$ cat config.mk
export PLATFORM = sky130hd
export DESIGN_NAME = atl_merge
export DESIGN_NICKNAME = d
export VERILOG_FILES = /design/src/rtl/core/atl_pkg.sv /design/src/rtl/core/atl_merge.sv
export SDC_FILE = /design/constraint.sdc
export NUM_CORES = 1
export LEC_CHECK = 0
export BUFFER_PORTS_ARGS = -buffer_cell sky130_fd_sc_hd__buf_2
export CORE_MARGIN = 2
export CORE_UTILIZATION = 43
export DETAILED_ROUTE_END_ITERATION = 16
export PLACE_DENSITY = 0.94
export SYNTH_ARGS = -nofsm -noshare
export SYNTH_HDL_FRONTEND = slang
export SYNTH_SLANG_ARGS = --single-unit
export TNS_END_PERCENT = 100
$ cat constraint.sdc
create_clock -name clk_i -period 4.9 [get_ports clk_i]
set_clock_uncertainty 0.2 [all_clocks]
set_input_delay 0.98 -clock clk_i [delete_from_list [all_inputs] [get_ports clk_i]]
set_output_delay 0.98 -clock clk_i [all_outputs]
set_load 0.01 [all_outputs]
$ cat src/rtl/core/atl_pkg.sv
// Shared constants, the tangent table and the lane status type of the tilt-angle block.
`default_nettype none

package atl_pkg;

  localparam int TableEntries  = 90;
  localparam int AngleFracBits = 8;
  localparam int TanPoints     = 90;
  localparam int TanIdxW       = 7;
  localparam int OverDeg       = 100;
  localparam int TanScale      = 10000;

  // Tangent of each whole degree from 0 to 89, scaled by 10000.
  function automatic logic [19:0] tan_e4(input logic [TanIdxW-1:0] idx);
    logic [19:0] t;
    case (idx)
      7'd0: t = 20'd0;        7'd1: t = 20'd175;      7'd2: t = 20'd349;
      7'd3: t = 20'd524;      7'd4: t = 20'd699;      7'd5: t = 20'd875;
      7'd6: t = 20'd1051;     7'd7: t = 20'd1228;     7'd8: t = 20'd1405;
      7'd9: t = 20'd1584;     7'd10: t = 20'd1763;    7'd11: t = 20'd1944;
      7'd12: t = 20'd2126;    7'd13: t = 20'd2309;    7'd14: t = 20'd2493;
      7'd15: t = 20'd2679;    7'd16: t = 20'd2867;    7'd17: t = 20'd3057;
      7'd18: t = 20'd3249;    7'd19: t = 20'd3443;    7'd20: t = 20'd3640;
      7'd21: t = 20'd3839;    7'd22: t = 20'd4040;    7'd23: t = 20'd4245;
      7'd24: t = 20'd4452;    7'd25: t = 20'd4663;    7'd26: t = 20'd4877;
      7'd27: t = 20'd5095;    7'd28: t = 20'd5317;    7'd29: t = 20'd5543;
      7'd30: t = 20'd5774;    7'd31: t = 20'd6009;    7'd32: t = 20'd6249;
      7'd33: t = 20'd6494;    7'd34: t = 20'd6745;    7'd35: t = 20'd7002;
      7'd36: t = 20'd7265;    7'd37: t = 20'd7536;    7'd38: t = 20'd7813;
      7'd39: t = 20'd8098;    7'd40: t = 20'd8391;    7'd41: t = 20'd8693;
      7'd42: t = 20'd9004;    7'd43: t = 20'd9325;    7'd44: t = 20'd9657;
      7'd45: t = 20'd10000;   7'd46: t = 20'd10355;   7'd47: t = 20'd10724;
      7'd48: t = 20'd11106;   7'd49: t = 20'd11504;   7'd50: t = 20'd11918;
      7'd51: t = 20'd12349;   7'd52: t = 20'd12799;   7'd53: t = 20'd13270;
      7'd54: t = 20'd13764;   7'd55: t = 20'd14281;   7'd56: t = 20'd14826;
      7'd57: t = 20'd15399;   7'd58: t = 20'd16003;   7'd59: t = 20'd16643;
      7'd60: t = 20'd17321;   7'd61: t = 20'd18040;   7'd62: t = 20'd18807;
      7'd63: t = 20'd19626;   7'd64: t = 20'd20503;   7'd65: t = 20'd21445;
      7'd66: t = 20'd22460;   7'd67: t = 20'd23559;   7'd68: t = 20'd24751;
      7'd69: t = 20'd26051;   7'd70: t = 20'd27475;   7'd71: t = 20'd29042;
      7'd72: t = 20'd30777;   7'd73: t = 20'd32709;   7'd74: t = 20'd34874;
      7'd75: t = 20'd37321;   7'd76: t = 20'd40108;   7'd77: t = 20'd43315;
      7'd78: t = 20'd47046;   7'd79: t = 20'd51446;   7'd80: t = 20'd56713;
      7'd81: t = 20'd63138;   7'd82: t = 20'd71154;   7'd83: t = 20'd81443;
      7'd84: t = 20'd95144;   7'd85: t = 20'd114301;  7'd86: t = 20'd143007;
      7'd87: t = 20'd190811;  7'd88: t = 20'd286363;  7'd89: t = 20'd572900;
      default: t = 20'd0;
    endcase
    return t;
  endfunction

  // What one lane reports to the merging stage.
  typedef struct packed {
    logic               idle;
    logic               done;
    logic signed [15:0] angle;
    logic               over;
  } lane_stat_t;

endpackage

`default_nettype wire

$ cat src/rtl/core/atl_merge.sv
// Merging stage: gathers the three lane results into the output register.
`default_nettype none

module atl_merge (
  input  wire logic                 clk_i,
  input  wire logic                 rst_ni,
  input  wire atl_pkg::lane_stat_t  stat_x_i,
  input  wire atl_pkg::lane_stat_t  stat_y_i,
  input  wire atl_pkg::lane_stat_t  stat_z_i,
  output logic                      take_o,
  output logic                      out_valid_o,
  input  wire logic                 out_ready_i,
  output logic signed [15:0]        angle_x_o,
  output logic signed [15:0]        angle_y_o,
  output logic signed [15:0]        angle_z_o,
  output logic                      over_x_o,
  output logic                      over_y_o,
  output logic                      over_z_o
);

  logic        valid_q, valid_d;
  logic signed [15:0] ax_q, ay_q, az_q;
  logic        ox_q, oy_q, oz_q;
  logic        load;

  // Load once every lane is finished and the output register is free.
  assign load    = stat_x_i.done && stat_y_i.done && stat_z_i.done &&
                   (!valid_q || out_ready_i);
  assign valid_d = load ? 1'b1 : (out_ready_i ? 1'b0 : valid_q);

  always_ff @(posedge clk_i or negedge rst_ni) begin
    if (!rst_ni) begin
      valid_q <= 1'b0;
    end else begin
      valid_q <= valid_d;
    end
  end

  // Result item payload.
  always_ff @(posedge clk_i) begin
    if (load) begin
      ax_q <= stat_x_i.angle;
      ay_q <= stat_y_i.angle;
      az_q <= stat_z_i.angle;
      ox_q <= stat_x_i.over;
      oy_q <= stat_y_i.over;
      oz_q <= stat_z_i.over;
    end
  end

  assign take_o      = load;
  assign out_valid_o = valid_q;
  assign angle_x_o   = ax_q;
  assign angle_y_o   = ay_q;
  assign angle_z_o   = az_q;
  assign over_x_o    = ox_q;
  assign over_y_o    = oy_q;
  assign over_z_o    = oz_q;

endmodule

`default_nettype wire

Yosys cells after proc, flatten, opt, wreduce, memory -nomap -nowiden:

Index checks and enable logic that the tools add are counted.
Widths: inputs -> output; s select.

* register bits: 52
* input port bits: 60
* output and inout port bits: 53
* logic and storage cells: 15

* multiplexer cells: 2
* reductions and logical operators: 6

Operators with widths (number)
* $logic_and 1x1->1: 3
* $mux 1: 2
* $reduce_bool 2->1: 1
* $logic_not 1->1: 1
* $logic_or 1x1->1: 1

Longest topological paths before layout:

Gate-level depths: netlist (run 1).

* word-level depth: 4
* depth in mapped cells: 2
* depth with buffers taken out: 2

Worst setup path after synthesis (run 1):

OpenSTA, ideal clock, no wires.

* kind: input to output
* start point: input port stat_z_i[17] (netlist bit)
* end point: output port take_o
* arrival time: 2.543 ns
* data required time: 3.720 ns
* setup slack: 1.177 ns
* stages on the path: 2
* path buffers: 0
* cell sequence: nand3_2 a21oi_2

* word-level cells in the longest chain between the ends: 2

RTL lines
* start: declaration: RTL line atl_merge.sv:9 `input wire atl_pkg::lane_stat_t stat_z_i,`
* $logic_and 1x1->1 (2 in series): RTL line atl_merge.sv:27 `assign load = stat_x_i.done && stat_y_i.done && stat_z_i.done &&`
* end: declaration: RTL line atl_merge.sv:10 `output logic take_o,`

No other way between the ends.

Worst setup path after layout (run 1):

Ends and elaborated chain as after synthesis.

==> impl_metrics.tcl, run 1 <==
set metrics [dict create \
    ys_seq_area_share_pct 97.80 \
    yosys-top-cells-count "51 x edfxtp_1, 2 x inv_1" \
    remaining_drc_errors 0 \
    syn_area_sq_um 1592 \
    hold_violations 0 \
    synthTopCellsByArea "edfxtp_1 96%, dfrtp_1 1.6%, nand3_2 0.63%" \
    slew_violations 0 \
    critPathLaunchType "input pin" \
    max_freq_ghz 0.3727 \
    clk_pin_slew_ns 0.08 \
    grt_max_degree 52 \
    rsz0062_at_grt "no" \
    path_depth 4 \
    worstPathMaxFanout 2 \
    dr.pass1.iters 2 \
    cp_common_cell "buf_2" \
    synth_top_area_cell "edfxtp_1" \
    crit_family "buffers and inverters" \
    synth_fp_nets 117 \
    dp_hpwl_um 2242 \
    grt_usage_pct 13.93 \
    cts_max_level 2 \
    drt-wirelength-per-cell_um 13.01 \
    cts_setup_buffers 0 \
    drt-total-wl_um 2902 \
    worstSetupEndpointType "output port" \
    worstPathRequired_ns 3.72 \
    nets 234 \
    place_congestion 0.6456 \
    timing.reg2reg.worst_path_depth 2 \
    whs_ns 0.2436 \
    worstSetupPathType "input pin to output port" \
    io_buffer_count 109 \
    cts-resized-gates 0 \
    grt_pass1_vias 977 \
    clock_sinks 52 \
    core_sq_um 3606 \
    syn_area_per_cell_sq_um 27.92 \
    diodes 0 \
    final_cells 223 \
    powerDensity_nw_per_um2 342.2 \
    period_minus_slack_ns 2.683 \
    grt_pass1_wl_um 4209 \
    grt_antenna_before_repair 0 \
    die_x_um 64.84 \
    maxSlewHeadroom_pct 60.54 \
    outcome "finished, final reports clean" \
    slowest_delay_ns 0.16 \
    crit_chain "buf_2 -> nand3_2 -> a21oi_4 -> buf_2" \
    reg2reg_to "angle_z_o[12]" \
    rr_startpoint "out_valid_o" \
    drt-initial-drc-count 89 \
    yosys_warnings 0 \
    dieHeight_um 64.84 \
    fp.dieArea_sq_um 4204 \
    ir_drop_mv 0.2526 \
    cts_root_buffer "clkbuf_8" \
    async_flop_share_pct 1.923 \
    pin_count 113 \
    setup_tns_ns 0 \
    cts_buffers 5 \
    grt-ovfl-total 0 \
    ant_nets 0 \
    setup_violations 0 \
    reg2reg_slack_ns 3.22 \
    postCtsHoldBufs 0 \
    p_total_mw 0.7874 \
    synth_cells 57 \
    synth-seq-cells 52 \
    path_buf_inv 2 \
    drv_cap 0 \
    num_vias 962 \
    period_share_pct 54.76 \
    worstHoldPathType "input pin to asynchronous set/reset pin" \
    utilization_pct 63.81 \
    viasPerCell 4.314 \
    yosysMostFrequentCell "edfxtp_1" \
    yosysTopAreaCellShare_pct 96.23 \
    synth_cell_types 6 \
    ys.flop_type "edfxtp_1" \
    cts_tree "done" \
    slowest_stage "a21oi_4" \
    layout-drive-gt1-share_pct 68.57 \
    tightestPinTransition_ns 0.5919 \
    syn2layout_area_growth_pct 44.58 \
    dp_cells 215 \
    start_util_pct 44.14 \
    rows 22 \
    arrival_ns 1.50 \
    clock_latency_ns 0.29 \
    p_leak_nw 0.9746 \
    cts_buffer_depth 2 \
    synth_edf_count 51 \
]
how the worst max path moves through the flow:
stage / start / end / slack (ns)
6_report: stat_z_i[17] / take_o / 2.22
5_1_grt: stat_x_i[17] / take_o / 2.17
4_1_cts: stat_z_i[17] / take_o / 2.20
3_5_place_dp: stat_z_i[17] / take_o / 2.20
3_3_place_gp: stat_z_i[17] / take_o / 2.20
2_1_floorplan: stat_z_i[17] / take_o / 1.18
layout by cell type (no fill, tap or decap):
| cell | synthesis | final |
|---|---|---|
| buf_4 | 0 | 1 |
| nand3_2 | 1 | 1 |
| clkinvlp_4 | 0 | 1 |
| buf_2 | 0 | 109 |
| clkinv_4 | 0 | 1 |
| a21oi_4 | 0 | 1 |
| clkbuf_8 | 0 | 5 |
| o21ai_2 | 1 | 1 |
| inv_1 | 2 | 2 |
| clkbuf_1 | 0 | 1 |
| edfxtp_1 | 51 | 51 |
| dfrtp_1 | 1 | 1 |
area by class of cell:
class / count / area [sq um]
Tap cell: 48 / 60.06
Clock inverter: 2 / 16.27
Sequential cell: 52 / 1556
Inverter: 2 / 7.507
Clock buffer: 6 / 72.57
Fill cell: 282 / 1305
Multi-Input combinational cell: 3 / 35.03
Timing Repair Buffer: 110 / 553.0
metal layers:
metal | part of all wire [%] | global-route usage, % | wire length [um] | up-vias
met4 | 0.96 | 4.787 | 28 | 0
met3 | 13 | 7.118 | 367 | 4
met1 | 35 | 14.25 | 1019 | 435
met2 | 51 | 24.36 | 1486 | 66
li1 | - | - | - | 457
met5 | 0 | 0 | 0 | -
cells by family after synthesis:
family                 synth area share (%)
DFF                                   97.80
AOI/OAI and AO/OA                     1.101
buffers and inverters                0.4719
and+or+nand+nor                      0.6290
power by group:
part / internal (mW) / switching (mW)
clock network: 0.102 / 0.130
registers: 0.503 / 0.00330
logic: 0.0246 / 0.0242
total: 0.630 / 0.158
sequential cells by signal (all words and copies together), names as in the netlist:
name and flops:
over_z_o 1, angle_x_o 16, over_x_o 1, angle_z_o 16, out_valid_o 1, over_y_o 1, angle_y_o 16
through the flow:
| step | worst slack (ns) | area [sq um] |
|---|---|---|
| after floorplan | 1.177 | 1592 |
| after global placement | 2.204 | 2212 |
| after detailed placement | 2.203 | 2212 |
| after CTS | 2.202 | 2301 |
| after global routing | 2.168 | 2301 |
| final | 2.217 | 2301 |
(Power assumes the default switching activity.)
==> run 2, diff against run 1 <==
--- a/config.mk
+++ b/config.mk
@@ -7,9 +7,9 @@
 export LEC_CHECK = 0
 export BUFFER_PORTS_ARGS = -buffer_cell sky130_fd_sc_hd__buf_2
 export CORE_MARGIN = 2
-export CORE_UTILIZATION = 43
+export CORE_UTILIZATION = 36
 export DETAILED_ROUTE_END_ITERATION = 16
-export PLACE_DENSITY = 0.94
+export PLACE_DENSITY = 0.85
 export SYNTH_ARGS = -nofsm -noshare
 export SYNTH_HDL_FRONTEND = slang
 export SYNTH_SLANG_ARGS = --single-unit
==> constraint.sdc (replaced) <==
create_clock -name clk_i -period 2.3 [get_ports clk_i]
set_clock_uncertainty 0.2 [all_clocks]
set_input_delay 0.46 -clock clk_i [delete_from_list [all_inputs] [get_ports clk_i]]
set_output_delay 0.46 -clock clk_i [all_outputs]
set_load 0.01 [all_outputs]
==> run 2 against run 1 <==
  * Global-route usage decreased by 2.1 points
  * Setup slack worse by 1.6 ns
  * Highest routed layer unchanged
  * Design area increased by 1.5%
  * Sequential power rose by 110%
==> impl_metrics.tcl, run 2 (synthesized netlist as in run 1, its figures left out) <==
set metrics [dict create \
    dr.pass1.iters 2 \
    grt_pass1_wl_um 4374 \
    reg2reg_slack_ns 0.78 \
    rsz0062_at_grt "no" \
    drt-initial-drc-count 79 \
    postCtsHoldBufs 1 \
    period_minus_slack_ns 1.697 \
    max_freq_ghz 0.5893 \
    maxSlewHeadroom_pct 75.01 \
    worstHoldPathType "input pin to flip-flop" \
    nets 236 \
    worstSetupEndpointType "output port" \
    layout-drive-gt1-share_pct 68.36 \
    diodes 0 \
    setup_tns_ns 0 \
    cts_setup_buffers 0 \
    cts-resized-gates 0 \
    slew_violations 0 \
    ant_nets 0 \
    core_sq_um 4294 \
    cts_root_buffer "clkbuf_8" \
    period_share_pct 73.78 \
    dieHeight_um 70.49 \
    tightestPinTransition_ns 0.3749 \
    cts_buffers 5 \
    design_area_sq_um 2335 \
    final_cell_mix "109 x buf_2, 51 x edfxtp_1, 7 x clkbuf_8" \
    remaining_drc_errors 0 \
    p_leak_nw 0.9942 \
    cts_max_level 2 \
    grt_usage_pct 11.83 \
    dp_hpwl_um 2216 \
    drt-total-wl_um 2877 \
    timing.reg2reg.worst_path_depth 2 \
    worstPathMaxFanout 3 \
    critPathLaunchType "flip-flop" \
    powerDensity_nw_per_um2 736.8 \
    cts_buffer_depth 2 \
    hold_violations 0 \
    syn2layout_area_growth_pct 46.70 \
    outcome "finished, final reports clean" \
    pin_count 113 \
    worstSetupPathType "flip-flop to output port" \
    placed_cell_area_sq_um 2225 \
    worstPathRequired_ns 1.64 \
    final_common_cell "buf_2" \
    arrival_ns 1.04 \
    grt_antenna_before_repair 0 \
    setup_violations 0 \
    clock_sinks 52 \
    viasPerCell 4.223 \
    ir_drop_mv 0.3806 \
    place_congestion 0.7391 \
    fill_cells 358 \
    clk_pin_slew_ns 0.09 \
    drt-wirelength-per-cell_um 12.56 \
    grt_pass1_vias 948 \
    io_buffer_count 109 \
    drv_cap 0 \
    fp.dieArea_sq_um 4969 \
    die_x_um 70.49 \
    num_vias 967 \
    clock_latency_ns 0.29 \
    grt_max_degree 32 \
    cts_tree "done" \
    start_util_pct 37.06 \
    rows 24 \
    grt-ovfl-total 0 \
    whs_path_depth 1 \
]
-- run 2: cell count changes in the layout (fill, tap and decap cells not counted) --
| cell | change |
|---|---|
| clkinvlp_4 | -1 |
| clkinv_4 | -1 |
| dlygate4sd3_1 | +1 |
| clkbuf_8 | +2 |
| buf_4 | +1 |
-- run 2: worst paths after layout --
| check | startpoint | end |
|---|---|---|
| worst max-delay path | out_valid_o | take_o |
| worst min-delay path | stat_y_i[8] | angle_y_o[7] |
| worst max register to register | out_valid_o | angle_y_o[4] |
| worst min register to register | out_valid_o | out_valid_o |
| max in group asynchronous | rst_ni | out_valid_o |
| min in group asynchronous | rst_ni | out_valid_o |
-- run 2: routing by layer --
metal | global-route usage (%) | vias to the layer above | share of wire [%] | wire [um]
li1 | - | 460 | - | -
met1 | 14.66 | 435 | 40 | 1152
met2 | 17.92 | 67 | 47 | 1350
met3 | 5.772 | 5 | 12 | 333
met4 | 4.487 | 0 | 1.4 | 41
met5 | 0 | - | 0 | 0
-- run 2: worst max-delay path, stage by stage, from the launching register on --
cell	delay (ns)
dfrtp_1	0.42
a21oi_4	0.17
buf_2	0.15
-- run 2: power breakdown --
group / internal (mW) / leakage [nW] / switching [mW] / total [mW]
clock network: 0.275 / 0.0515 / 0.260 / 0.535
registers: 1.07 / 0.480 / 0.00651 / 1.08
logic: 0.0544 / 0.463 / 0.0519 / 0.106
-- run 2: area by class of cell --
| class | count | area (sq um) | share of cell area, % |
|---|---|---|---|
| flip-flops and latches | 52 | 1556 | 66.67 |
| multi-input cells | 3 | 35.03 | 1.501 |
| repair buffers | 112 | 570.5 | 24.44 |
| well taps | 52 | 65.06 | 2.787 |
| inverters | 2 | 7.507 | 0.3215 |
| clock buffers | 8 | 100.1 | 4.287 |
-- run 2: through the flow --
stage | utilization [%] | setup slack, ns | hold WS, ns | power [mW] | cells
floorplan | - | 0.1482 | -0.03559 | 1.132 | 57
global placement | 51.81 | 0.5597 | 0.03536 | 1.206 | 220
detailed placement | 51.81 | 0.5335 | 0.03756 | 1.209 | 220
CTS | 54.37 | 0.5853 | 0.1206 | 1.750 | 229
global route | 54.37 | 0.5412 | 0.1177 | 1.791 | 229
finish | 54.37 | 0.6031 | 0.1360 | 1.720 | 229
